<file path="src/lrn_pkg.sv">
`default_nettype none
// ----------------------------------------------------------------------------
// lrn_pkg
// Shared types and constants of the linear recurrence term unit.
// ----------------------------------------------------------------------------
package lrn_pkg;

	localparam int DEF_MAX_ORDER = 16;

	// Prime modulus and the Barrett factor floor(2^61 / modulus).
	localparam logic [29:0] MODP       = 30'd1000000007;
	localparam logic [31:0] BARRETT_MU = 32'((64'd1 << 61) / 64'd1000000007);

	localparam logic [1:0] ACT_LOAD_COEF = 2'd0;
	localparam logic [1:0] ACT_LOAD_INIT = 2'd1;
	localparam logic [1:0] ACT_QUERY     = 2'd2;

	typedef enum logic [3:0] {
		ST_IDLE,
		ST_ZERO,
		ST_DIRECT,
		ST_INIT,
		ST_MUL,
		ST_MUL_WAIT,
		ST_COPY,
		ST_COPY_WAIT,
		ST_DOT,
		ST_DOT_WAIT,
		ST_FINISH
	} state_t;

	typedef struct packed {
		logic load_coef;
		logic load_init;
		logic init_we;
		logic mac_valid;
		logic mac_first;
		logic mac_last;
		logic x_from_a;
		logic y_from_init;
		logic dst_out;
		logic copy_valid;
		logic copy_to_a;
		logic cap_zero;
		logic cap_init;
		logic out_load;
	} dp_cmd_t;

	typedef struct packed {
		logic busy;
	} dp_status_t;

endpackage
`default_nettype wire

</file>
<file path="src/lrn_ctrl.sv">
`default_nettype none
// ----------------------------------------------------------------------------
// lrn_ctrl
// Sequencer for loads, square-and-multiply and the final dot product.
// ----------------------------------------------------------------------------
module lrn_ctrl #(
	parameter int MAX_ORDER = lrn_pkg::DEF_MAX_ORDER
) (
	input  wire logic                 clk,
	input  wire logic                 arst_n,
	input  wire logic                 in_valid,
	output logic                      in_ready,
	input  wire logic [1:0]           action,
	input  wire logic [62:0]          term_index,
	output logic                      out_valid,
	input  wire logic                 out_ready,
	input  wire logic                 cfg_we,
	input  wire logic [4:0]           cfg_wdata,
	input  wire lrn_pkg::dp_status_t  status,
	output lrn_pkg::dp_cmd_t          cmd,
	output logic [((MAX_ORDER > 1) ? $clog2(MAX_ORDER) : 1)-1:0] i_idx,
	output logic [((MAX_ORDER > 1) ? $clog2(MAX_ORDER) : 1)-1:0] j_idx,
	output logic [((MAX_ORDER > 1) ? $clog2(MAX_ORDER) : 1)-1:0] k_idx,
	output logic [((MAX_ORDER > 1) ? $clog2(MAX_ORDER) : 1)-1:0] m_last
);
	import lrn_pkg::*;

	localparam int IW = (MAX_ORDER > 1) ? $clog2(MAX_ORDER) : 1;

	state_t        state_q, state_d;
	logic [4:0]    order_q;
	logic [IW-1:0] m_last_q, i_q, j_q, k_q;
	logic [62:0]   exp_q;
	logic          sq_q;
	logic          out_valid_q;

	int            m_int;
	logic          start, q_zero, q_direct;
	logic          k_end, ij_end, ijk_end, out_free;

	always_comb begin
		m_int    = (int'(order_q) > MAX_ORDER) ? MAX_ORDER : int'(order_q);
		start    = (state_q == ST_IDLE) && in_valid && (action == ACT_QUERY);
		q_zero   = (order_q == 5'd0);
		q_direct = term_index < 63'(m_int);
		k_end    = (k_q == m_last_q);
		ij_end   = (i_q == m_last_q) && (j_q == m_last_q);
		ijk_end  = ij_end && k_end;
		out_free = !out_valid_q || out_ready;
	end

	always_comb begin
		state_d = state_q;
		unique case (state_q)
			ST_IDLE: begin
				if (start) begin
					if (q_zero) begin
						state_d = ST_ZERO;
					end else if (q_direct) begin
						state_d = ST_DIRECT;
					end else begin
						state_d = ST_INIT;
					end
				end
			end
			ST_ZERO, ST_DIRECT: state_d = ST_FINISH;
			ST_INIT: if (ij_end) state_d = ST_MUL;
			ST_MUL: if (ijk_end) state_d = ST_MUL_WAIT;
			ST_MUL_WAIT: if (!status.busy) state_d = ST_COPY;
			ST_COPY: if (ij_end) state_d = ST_COPY_WAIT;
			ST_COPY_WAIT: begin
				if (!status.busy) begin
					state_d = (!sq_q && exp_q == 63'd1) ? ST_DOT : ST_MUL;
				end
			end
			ST_DOT: if (k_end) state_d = ST_DOT_WAIT;
			ST_DOT_WAIT: if (!status.busy) state_d = ST_FINISH;
			ST_FINISH: if (out_free) state_d = ST_IDLE;
			default: state_d = ST_IDLE;
		endcase
	end

	always_comb begin
		cmd      = '0;
		in_ready = 1'b0;
		unique case (state_q)
			ST_IDLE: begin
				in_ready      = 1'b1;
				cmd.load_coef = in_valid && (action == ACT_LOAD_COEF);
				cmd.load_init = in_valid && (action == ACT_LOAD_INIT);
			end
			ST_ZERO:   cmd.cap_zero = 1'b1;
			ST_DIRECT: cmd.cap_init = 1'b1;
			ST_INIT:   cmd.init_we  = 1'b1;
			ST_MUL: begin
				cmd.mac_valid = 1'b1;
				cmd.mac_first = (k_q == '0);
				cmd.mac_last  = k_end;
				cmd.x_from_a  = !sq_q;
			end
			ST_COPY: begin
				cmd.copy_valid = 1'b1;
				cmd.copy_to_a  = !sq_q;
			end
			ST_DOT: begin
				cmd.mac_valid   = 1'b1;
				cmd.mac_first   = (k_q == '0);
				cmd.mac_last    = k_end;
				cmd.x_from_a    = 1'b1;
				cmd.y_from_init = 1'b1;
				cmd.dst_out     = 1'b1;
			end
			ST_FINISH: cmd.out_load = out_free;
			default: cmd = '0;
		endcase
	end

	always_ff @(posedge clk or negedge arst_n) begin
		if (!arst_n) begin
			state_q     <= ST_IDLE;
			order_q     <= 5'd1;
			out_valid_q <= 1'b0;
			m_last_q    <= '0;
			i_q         <= '0;
			j_q         <= '0;
			k_q         <= '0;
			exp_q       <= '0;
			sq_q        <= 1'b0;
		end else begin
			state_q <= state_d;
			if (cfg_we) begin
				order_q <= cfg_wdata;
			end
			if (state_q == ST_FINISH && out_free) begin
				out_valid_q <= 1'b1;
			end else if (out_ready) begin
				out_valid_q <= 1'b0;
			end
			unique case (state_q)
				ST_IDLE: begin
					if (start) begin
						exp_q    <= term_index;
						sq_q     <= !term_index[0];
						m_last_q <= IW'(m_int - 1);
						i_q      <= '0;
						j_q      <= '0;
						k_q      <= q_direct ? term_index[IW-1:0] : '0;
					end
				end
				ST_INIT, ST_COPY: begin
					if (j_q == m_last_q) begin
						j_q <= '0;
						i_q <= (i_q == m_last_q) ? '0 : i_q + 1'b1;
					end else begin
						j_q <= j_q + 1'b1;
					end
				end
				ST_MUL: begin
					if (k_end) begin
						k_q <= '0;
						if (j_q == m_last_q) begin
							j_q <= '0;
							i_q <= (i_q == m_last_q) ? '0 : i_q + 1'b1;
						end else begin
							j_q <= j_q + 1'b1;
						end
					end else begin
						k_q <= k_q + 1'b1;
					end
				end
				ST_DOT: k_q <= k_end ? '0 : k_q + 1'b1;
				ST_COPY_WAIT: begin
					// A finished squaring consumes one exponent bit.
					if (!status.busy) begin
						if (sq_q) begin
							exp_q <= exp_q >> 1;
							sq_q  <= !exp_q[1];
						end else begin
							sq_q <= 1'b1;
						end
					end
				end
				default: begin
				end
			endcase
		end
	end

	assign out_valid = out_valid_q;
	assign i_idx     = i_q;
	assign j_idx     = j_q;
	assign k_idx     = k_q;
	assign m_last    = m_last_q;

endmodule
`default_nettype wire

</file>
<file path="config.mk">
export PLATFORM = sky130hd
export DESIGN_NAME = lrn_ctrl
export DESIGN_NICKNAME = d
export VERILOG_FILES = /design/src/lrn_pkg.sv /design/src/lrn_ctrl.sv
export SDC_FILE = /design/constraint.sdc
export NUM_CORES = 1
export LEC_CHECK = 0
export ABC_AREA = 1
export BUFFER_PORTS_ARGS = -buffer_cell sky130_fd_sc_hd__buf_2
export CORE_MARGIN = 5
export CORE_UTILIZATION = 61
export DETAILED_ROUTE_END_ITERATION = 10
export PLACE_DENSITY = 0.87
export SYNTH_ARGS = -nofsm -noshare
export SYNTH_HDL_FRONTEND = slang
export SYNTH_SLANG_ARGS = --single-unit
</file>
<file path="constraint.sdc">
create_clock -name clk -period 4.2 [get_ports clk]
set_clock_uncertainty 0.05 [all_clocks]
set_input_delay 0.84 -clock clk [delete_from_list [all_inputs] [get_ports clk]]
set_output_delay 0.84 -clock clk [all_outputs]
set_load 0.02 [all_outputs]
</file>
[Yosys cells after proc, flatten, opt, wreduce, memory -nomap -nowiden]
Cells that the tools add are included.
Cells by class
  add/subtract/negate cells: 4
  $lt $le $gt $ge: 2
  equal/unequal tests: 27
  mux-type cells: 45
  reduce and logical (&&, ||, !) cells: 30
Operators with widths (number)
  $mux W63: 3
  $pmux W63 S2: 1
  $mux W4: 19
  $eq A63 B1 Y1 const B: 1
  $lt A63 B5 Y1: 1
  $pmux W4 S10: 1
  $pmux W4 S3: 2
  $ne A2 B2 Y1 const B: 11
  $eq A4 B3 Y1 const B: 4
  $pmux W4 S2: 2
  $add A4 B1 Y4 const B: 3
  $eq A4 B4 Y1: 3
  $eq A4 B4 Y1 const B: 3
  $mux W1: 11
  $reduce_and A9 Y1: 1
  $eq A4 B2 Y1 const B: 2
  $logic_and A1 B1 Y1: 8
  $logic_not A4 Y1: 2
  $mux W2: 4
  $reduce_and A3 Y1: 2
  $reduce_bool A2 Y1: 3
  $reduce_or A2 Y1: 3
  $gt A5 B5 Y1 const B: 1
  $logic_not A5 Y1: 1
  other kinds (12): 16
Word-level totals
  register bits: 90
  input bits: 76
  output and inout bits: 32
  word-level logic and storage cells: 117

[Depth between registers and ports, before layout]
Gate-level depths: netlist (run 1).
  depth after elaboration: 7
  depth in mapped cells: 13
  gate-level depth less buffers: 13

[Worst setup path after synthesis (run 1)]
OpenSTA, ideal clock, no wires.
  path kind: input port to output port
  start point: in in_valid
  end point: out cmd[13] in the netlist's numbering
  data arrival time: 1352 ps
  data required time: 3310 ps
  setup slack: 1958 ps
  stages on the path: 2
  buffers on the path: 0
  cells stage by stage: nand2_1 > nor3_1
RTL lines
  start, declared: line lrn_ctrl.sv:11  | input wire logic in_valid,
  end, declared: line lrn_ctrl.sv:20  | output lrn_pkg::dp_cmd_t cmd,

==> results.yml, run 1 <==
synth:
  synth_nets: 802
  synth-edff-count: 0
  synthArstFlopShare_pct: 100.0
  netlist_top_cells_count: "nand2_1 (176), inv_1 (101), dfrtp_1 (89), nor2_1 (78), o21ai_0 (51)"
  synth_top_area_share_pct: 39.58
  yosysUniqueCellTypes: 39
  synth_area_leaders: "dfrtp_1 (40%), nand2_1 (12%), inv_1 (6.7%), o211ai_2 (6.7%), nor2_1 (5.2%)"
  yosysMostFrequentCell: "nand2_1"
  synth_warnings: 0
  avgSynthCellArea_sq_um: 7.847
  synth_top_area_cell: "dfrtp_1"
  yosysSeqAreaShare_pct: 40.05
  synth-main-ff-cell: "dfrtp_1"
  syn_inst: 717
  netlist_area_sq_um: 5627
  synth-seq-cells: 90
power_and_ir_drop:
  report.power.total_w: 0.004227
  p_int_w: 0.002294
  power.share.clock_pct: 15.2
  ir_worst_vdd_v: 0.0003252
  pwr-share-seq_pct: 34.1
  p_sw_share_pct: 45.74
  p_sw_w: 0.001933
  pwr-share-comb_pct: 50.7
  power_per_cell_area_nw_per_um2: 663.1
  p_leak_nw: 2.994
global_route:
  grt_start_max_net_pins: 122
  antenna_found_initial: 0
  grt_usage_pct: 24.71
  grt_pass1_vias: 4952
  overflow: 0
  grt_pass1_wl_um: 22740
critical_path:
  endpoint_kind: "output pin"
  r2r_slack_ns: 1.62
  cp_slowest_cell: "dfrtp_1"
  critical_path_buf_inv_count: 3
  path_cells: "inv_1 -> nor2_1 -> nand2_1 -> nand2_1 -> inv_1 -> nor2_1 -> buf_2"
  start_kind: "flop"
  critical-path-top-delay-family: "simple AND/OR/NAND/NOR gates"
  crit_path_max_incr_delay_ns: 0.45
  worst_ep_required_time_ns: 3.31
  cp.arrival_ns: 1.81
  worstPathMaxFanout: 7
  crit_type: "flop to output pin"
clock_network:
  htreeDepth: 3
  cts_max_path_buffers: 2
  post_cts_resized: 0
  cts_setup_buffers: 0
  numCtsBuffers: 9
  insertion_delay_ns: 0.35
  cts_hold_buffers: 0
  clock_sinks: 90
  root_buffer: "clkbuf_8"
  cts_tree: "yes"
  clk_pin_slew_ns: 0.09
placement:
  gp_congestion: 0.9164
  portBuffers: 107
  dpl_cell_area_sq_um: 6162
  place_ws_ns: 1.333
  dpl.hpwl_um: 10120
timing:
  whs_ns: 0.4924
  setup_viol: 0
  finalHoldViolations: 0
  fin_crit_ns: 2.698
  finalSetupTns_ns: 0
  fin_ws_ns: 1.502
  slew_headroom_pct: 17.31
  fmax_ghz: 0.3707
  timing.final.crit_share_pct: 64.23
  rsz0062_at_grt: "false"
  tightestPinTransition_ns: 1.240
  report.final.slew_viol_count: 0
detailed_routing:
  drt_wl_total_um: 13470
  drtPass1Iterations: 5
  ant_nets: 0
  drcViolationCount: 0
  first_iter_violations: 382
  wire_per_inst_um: 14.56
  viasPerCell: 5.634
  num_vias: 5211
status:
  status: "complete, no violations"
cells_and_area:
  area_growth_pct: 13.28
  multi_input_area_sq_um: 2790
  drive_gt1_share_pct: 25.06
  fin_area_sq_um: 6374
  nNetsFinal: 894
  final-seq-area_sq_um: 2253
  fillers: 729
  insertedDiodeCount: 0
floorplan:
  dieArea_sq_um: 11240
  io_pins: 108
  die_y_um: 106.0
  die_x_um: 106.0
  rows: 35
  coreArea_sq_um: 9109
  initial_core_util_pct: 61.77
run:
  maxCapViolCount: 0
hold_path:
  min-delay-path-class: "flop to flop"
## cells in the final DEF, fill, tap and decap left out, types with 6 or more instances in the layout
master,n
a21oi_1,6
buf_2,106
clkbuf_8,9
dfrtp_1,89
ha_1,9
inv_1,101
nand2_1,176
nand3_1,14
nand4_1,23
nor2_1,78
o211ai_1,32
o211ai_2,30
o21ai_0,51
o21ai_2,31
xor2_1,11
## sequential cells by signal, summed over array words and instances, names as in the netlist
register and count:
m_last 4, i_idx 4, state_q 4, order_q 5, exp_q 63, j_idx 4, sq_q 1, out_valid 1
k_idx 4
## power by group through the flow
stage	combinational, W	sequential [W]	clock (W)
after floorplan	0.00166	0.00147	0
after detailed placement	0.00212	0.00146	0
after CTS	0.00214	0.00144	0.000647
final	0.00214	0.00144	0.000644
after global routing	0.00240	0.00149	0.000688
after global placement	0.00203	0.00144	0
## tightest hold or removal path, delay by kind of cell (launching register included)
family                 cells  cell delay, ns
buffers and inverters      1            0.07
AOI/OAI and AO/OA          1            0.12
DFF                        1            0.33
## through the flow
step,utilization [%],instances
floorplan,-,717
global placement,67.65,909
detailed placement,67.65,909
CTS,69.97,925
global route,69.97,925
finish,69.97,925
## path summary, 6_finish.rpt
check	startpoint	endpoint	depth (start not counted)
hold / removal	exp_q[46]	exp_q[46]	2
max in group asynchronous	arst_n	order_q[0]	2
hold reg to reg	exp_q[46]	exp_q[46]	2
min in group asynchronous	arst_n	exp_q[21]	1
setup reg to reg	state_q[2]	exp_q[31]	11
setup / recovery	state_q[3]	cmd[8]	7
## cells by family (layout without fill, tap and decap cells)
group / after synthesis / count (layout) / share of synthesized area (%)
multiplexers: 2 / 2 / 0.4002
buffers and inverters: 136 / 233 / 10.36
adder cells (fa/ha/maj): 9 / 9 / 2.001
AND/OR/NAND/NOR: 307 / 307 / 23.33
flip-flops: 90 / 90 / 40.05
AO/OA/AOI/OAI: 162 / 162 / 22.15
XOR/XNOR: 11 / 11 / 1.712
## cell type report
class / instances / area share (%)
multi-input combinational: 491 / 43.78
clock buffer: 12 / 2.120
inverter: 107 / 6.380
clock inverter: 4 / 1.197
timing repair buffer: 110 / 8.991
sequential: 90 / 35.36
tap: 111 / 2.179
## per-layer routing
metal	vias to the layer above	global-route usage (%)	part of all wire, %
li1	2530	-	-
met1	2476	32.53	43
met2	177	41.48	50
met3	28	3.764	5.8
met4	0	9.066	2.1
met5	-	0	0
Power figures use the tool's default switching activity.
==> inputs of run 2 (changes only) <==
- CORE_UTILIZATION: 61 -> 56
- PLACE_DENSITY: 0.87 -> 0.81
- clock period: 4.2 -> 2.5 ns (I/O delays scaled with it)
==> results.yml, run 2 (same netlist as run 1, synthesis figures left out) <==
status:
  status: "complete, no violations"
detailed_routing:
  ant_nets: 0
  drt_wl_total_um: 13740
  num_vias: 5050
  first_iter_violations: 328
  viasPerCell: 5.327
  drcViolationCount: 0
  wire_per_inst_um: 14.50
  drtPass1Iterations: 5
critical_path:
  crit_type: "flop to output pin"
  r2r_cells: 12
  worst_ep_required_time_ns: 1.95
  start_kind: "flop"
  cp.arrival_ns: 1.76
  reg2reg_from: "order_q[4]"
  r2r_slack_ns: 0.45
  worstPathMaxFanout: 7
  r2r_end: "state_q[0]"
  endpoint_kind: "output pin"
floorplan:
  die_x_um: 110.2
  dieArea_sq_um: 12150
  io_pins: 108
  rows: 36
  initial_core_util_pct: 57.57
  coreArea_sq_um: 9774
  die_y_um: 110.2
power_and_ir_drop:
  pwr-share-seq_pct: 34.3
  power.share.clock_pct: 13.9
  p_int_w: 0.003785
  p_leak_nw: 2.999
  report.power.total_w: 0.007059
  ir_worst_vdd_v: 0.0007613
  pwr-share-comb_pct: 51.8
  p_sw_share_pct: 46.39
  power_per_cell_area_nw_per_um2: 1098
  p_sw_w: 0.003274
timing:
  tightestPinTransition_ns: 0.5465
  whs_ns: 0.1030
  setup_viol: 0
  fin_ws_ns: 0.1896
  rsz0062_at_grt: "false"
  report.final.slew_viol_count: 0
  slew_headroom_pct: 63.41
  timing.final.crit_share_pct: 92.42
  fin_crit_ns: 2.310
  finalHoldViolations: 0
  finalSetupTns_ns: 0
  fmax_ghz: 0.4328
placement:
  place_ws_ns: 0.4105
  portBuffers: 107
  gp_congestion: 0.8928
  dpl.hpwl_um: 10250
cells_and_area:
  largest_register: "exp_q"
  final_core_util_pct: 65.77
  largest_reg_flops: 63
  area_growth_pct: 14.25
  nNetsFinal: 896
  final_cell_mix: "nand2_1 (175), buf_2 (106), inv_1 (101), dfrtp_1 (89), nor2_1 (78)"
  drive_gt1_share_pct: 25.43
  top_regs: "exp_q: 63 flops, order_q: 5 flops"
  layout_commonest_cell: "nand2_1"
  fillers: 863
clock_network:
  clock_sinks: 90
  post_cts_resized: 0
  htreeDepth: 3
  clk_pin_slew_ns: 0.09
  cts_hold_buffers: 0
  cts_tree: "yes"
  root_buffer: "clkbuf_8"
  insertion_delay_ns: 0.36
  cts_max_path_buffers: 2
  numCtsBuffers: 9
  cts_setup_buffers: 0
global_route:
  grt_usage_pct: 23.53
  grt_pass1_vias: 4899
  overflow: 0
  grt_pass1_wl_um: 22700
  antenna_found_initial: 1
  grt_start_max_net_pins: 97
run:
  maxCapViolCount: 0
hold_path:
  min-delay-path-class: "input port to async pin"
[run 2: changes by cell type in the layout (fill, tap and decap cells not counted)]
cell	previous run	this run
buf_12	1	4
buf_4	3	2
bufinv_16	2	1
clkbuf_1	3	1
clkinv_4	2	1
clkinvlp_4	1	2
diode_2	0	1
inv_6	0	1
nand2_1	176	175
nand2_2	1	2
[run 2: how the worst max path moves through the flow]
| stage | from | to | slack (ns) | cells after the start |
|---|---|---|---|---|
| after detailed placement | term_index[4] | state_q[0] | 0.41 | 12 |
| after CTS | state_q[3] | cmd[8] | 0.12 | 7 |
| after floorplan | state_q[3] | cmd[8] | 0.60 | 6 |
| after global placement | term_index[4] | state_q[0] | 0.48 | 11 |
| after global routing | state_q[3] | cmd[8] | 0.10 | 7 |
| final | state_q[3] | cmd[8] | 0.19 | 7 |
[run 2: per-stage QoR]
step                area [sq um]  std cells
detailed placement          6242        933
CTS                         6424        947
finish                      6429        948
global route                6429        948
global placement            6242        933
floorplan                   5627        717
[run 2: cell type report]
cell class,instances,area (sq um),area share [%]
Sequential cell,90,2253,35.05
Multi-Input combinational cell,491,2793,43.44
Antenna cell,1,2.502,0.03893
Tap cell,133,166.4,2.589
Clock buffer,10,127.6,1.985
Clock inverter,4,53.80,0.8369
Timing Repair Buffer,112,625.6,9.731
Inverter,107,406.6,6.325
[run 2: power groups by stage]
| stage | clock, W | combinational [W] | sequential, W |
|---|---|---|---|
| 2_1_floorplan | 0 | 0.00279 | 0.00247 |
| 3_3_place_gp | 0 | 0.00349 | 0.00241 |
| 3_5_place_dp | 0 | 0.00365 | 0.00245 |
| 4_1_cts | 0.000989 | 0.00367 | 0.00242 |
| 5_1_grt | 0.00105 | 0.00413 | 0.00248 |
| 6_report | 0.000981 | 0.00366 | 0.00242 |
[run 2: worst max-delay path, stage by stage (launching register included)]
cell and delay (ns):
dfrtp_1 0.46, inv_1 0.10, nor2_1 0.17, nand2_1 0.12
nand2_2 0.16, inv_1 0.10, nor2_1 0.13, buf_2 0.18
[run 2: metal layers]
metal  global-route usage (%)  share of wire (%)  wire length, um
met2                    39.64                 49             6725
met4                    5.365                1.2              166
met5                        0                  0                0
met1                    31.66                 45             6216
met3                    4.368                4.6              635
==> inputs of run 3 (changes only) <==
- ABC_AREA: 1 -> not set
- CORE_UTILIZATION: 56 -> 55
==> results.yml, run 3 <==
timing:
  slew_headroom_pct: 61.46
  rsz0062_at_grt: "false"
  tightestPinTransition_ns: 0.5728
  whs_ns: 0.04960
  finalHoldViolations: 0
  finalSetupTns_ns: 0
  report.final.slew_viol_count: 0
  fin_ws_ns: 0.06912
  timing.final.crit_share_pct: 97.24
  fmax_ghz: 0.4114
  setup_viol: 0
  fin_crit_ns: 2.431
floorplan:
  io_pins: 108
  die_x_um: 104.8
  die_y_um: 104.8
  initial_core_util_pct: 56.69
  rows: 34
  dieArea_sq_um: 10980
  coreArea_sq_um: 8721
placement:
  place_ws_ns: 0.01444
  dpl.hpwl_um: 9695
  gp_congestion: 0.8556
  portBuffers: 107
critical_path:
  reg2reg_from: "order_q[4]"
  cp_slowest_cell: "dfrtp_2"
  cp.arrival_ns: 1.88
  worst_ep_required_time_ns: 1.95
  r2r_end: "k_idx[1]"
  endpoint: "cmd[9]"
  critical-path-top-delay-family: "simple AND/OR/NAND/NOR gates"
  start_kind: "flop"
  path_cells: "nand2b_2 -> a21boi_2 -> inv_1 -> nor4b_2 -> buf_2"
  r2r_cells: 8
  crit_type: "flop to output pin"
  crit_path_max_incr_delay_ns: 0.47
  r2r_slack_ns: 0.18
  endpoint_kind: "output pin"
  startpoint: "state_q[2]"
  critical_path_buf_inv_count: 2
  crit_cells: 5
  worstPathMaxFanout: 7
synth:
  synth-edff-count: 0
  synth_top_area_cell: "dfrtp_1"
  synth-xor-area-share_pct: 2.480
  yosys.area_share.simple_pct: 19.77
  yosysSeqAreaShare_pct: 45.58
  synth-main-ff-cell: "dfrtp_1"
  synth-seq-cells: 90
  synth_warnings: 0
  synth_top_family_by_area: "simple AND/OR/NAND/NOR gates"
  netlist_top_cells_count: "dfrtp_1 (89), nand2_1 (86), o21ai_1 (77), mux2i_1 (61), nor4_1 (28)"
  netlist_area_sq_um: 4943
  yosysMostFrequentCell: "dfrtp_1"
  yosysUniqueCellTypes: 56
  synth.area.mux_share_pct: 13.49
  synthArstFlopShare_pct: 100.0
  avgSynthCellArea_sq_um: 9.525
  synth_fa_ha_area_share_pct: 2.278
  synth_area_leaders: "dfrtp_1 (45%), mux2i_1 (12%), o21ai_1 (7.8%), nand2_1 (6.5%), nor4_1 (3.5%)"
  synth_top_area_share_pct: 45.05
  synth_nets: 604
  synth-compound-area-share_pct: 13.06
  syn_inst: 519
detailed_routing:
  viasPerCell: 5.894
  wire_per_inst_um: 17.49
  drt_wl_total_um: 13010
  drcViolationCount: 0
  drtPass1Iterations: 5
  ant_nets: 0
  first_iter_violations: 225
  num_vias: 4385
clock_network:
  clock_sinks: 90
  clk_pin_slew_ns: 0.09
  root_buffer: "clkbuf_8"
  htreeDepth: 3
  numCtsBuffers: 9
  cts_max_path_buffers: 2
  cts_tree: "yes"
  insertion_delay_ns: 0.36
power_and_ir_drop:
  p_leak_nw: 3.153
  report.power.total_w: 0.006249
  ir_worst_vdd_v: 0.0004665
  power_per_cell_area_nw_per_um2: 1052
cells_and_area:
  nNetsFinal: 716
  area_growth_pct: 20.17
  insertedDiodeCount: 0
  top_regs: "exp_q: 63 flops, order_q: 5 flops"
  layout_commonest_cell: "buf_2"
  fillers: 666
  largest_register: "exp_q"
  drive_gt1_share_pct: 25.94
  final_cell_mix: "buf_2 (106), nand2_1 (86), dfrtp_1 (86), o21ai_1 (77), mux2i_1 (61)"
  largest_reg_flops: 63
global_route:
  grt_usage_pct: 23.72
  grt_start_max_net_pins: 125
  overflow: 0
  grt_pass1_vias: 4346
  grt_pass1_wl_um: 21380
  antenna_found_initial: 0
run:
  maxCapViolCount: 0
hold_path:
  min-delay-path-class: "input port to async pin"
status:
  status: "complete, no violations"
-- run 3: cell types whose count changed after synthesis, sizes merged, moves of 16 or more --
cell / delta
o211ai: -61
nor2: -65
nand4: -16
mux2i: +61
nand2: -93
nor4: +29
inv: -97
-- run 3: how the worst min path moves through the flow --
stage / startpoint / to
finish: arst_n / exp_q[42]
global route: arst_n / exp_q[42]
CTS: arst_n / exp_q[42]
detailed placement: exp_q[0] / exp_q[0]
global placement: exp_q[0] / exp_q[0]
floorplan: arst_n / exp_q[0]
-- run 3: logic make-up (layout without fill, tap and decap cells) --
group | count (synthesis) | after routing
fa+ha+maj | 9 | 9
flops | 90 | 90
xor+xnor | 14 | 14
buf+inv | 36 | 153
simple gates | 189 | 189
mux | 66 | 66
compound gates | 115 | 115
-- run 3: worst reg2reg max path, stage by stage (launching register included) --
cell and delay, ns:
dfrtp_1 0.40, inv_1 0.16, ha_1 0.27, nand2_1 0.13
nand4_1 0.12, or4_1 0.58, nor3_2 0.25, a221oi_1 0.14
a21oi_1 0.14
-- run 3: through the flow --
| stage | utilization (%) | std cells | area (sq um) |
|---|---|---|---|
| after floorplan | - | 519 | 4950 |
| after global placement | 64.92 | 721 | 5662 |
| after detailed placement | 64.92 | 721 | 5662 |
| after CTS | 67.45 | 737 | 5882 |
| after global routing | 68.12 | 744 | 5941 |
| final | 68.12 | 744 | 5941 |
-- run 3: where the power goes --
group	internal [W]	switching, W
registers	0.00209	0.000687
clock network	0.000543	0.000513
logic	0.00105	0.00137
total	0.00368	0.00257
-- run 3: routing by layer --
layer	up-vias	routed length, um	track usage, %	share of wire (%)
li1	2103	-	-	-
met1	2115	5407	31.11	42
met2	139	6343	38.35	49
met3	28	902	4.562	6.9
met4	0	360	10.32	2.8
met5	-	0	0	0
-- run 3: cell type report --
| class | instances | area, sq um | share of cell area, % |
|---|---|---|---|
| sequential | 90 | 2257 | 37.99 |
| clock inverter | 4 | 48.80 | 0.8214 |
| tap | 108 | 135.1 | 2.275 |
| inverter | 8 | 30.03 | 0.5055 |
| clock buffer | 12 | 165.2 | 2.780 |
| multi-input combinational | 393 | 2564 | 43.16 |
| timing repair buffer | 129 | 740.7 | 12.47 |
-- run 3: timing repair --
item,CTS,global route
hold buffers,0,0
gates resized for setup,3,3
hold endpoints to repair,0,0
buffers inserted,0,7
endpoints found under the setup margin,1,1
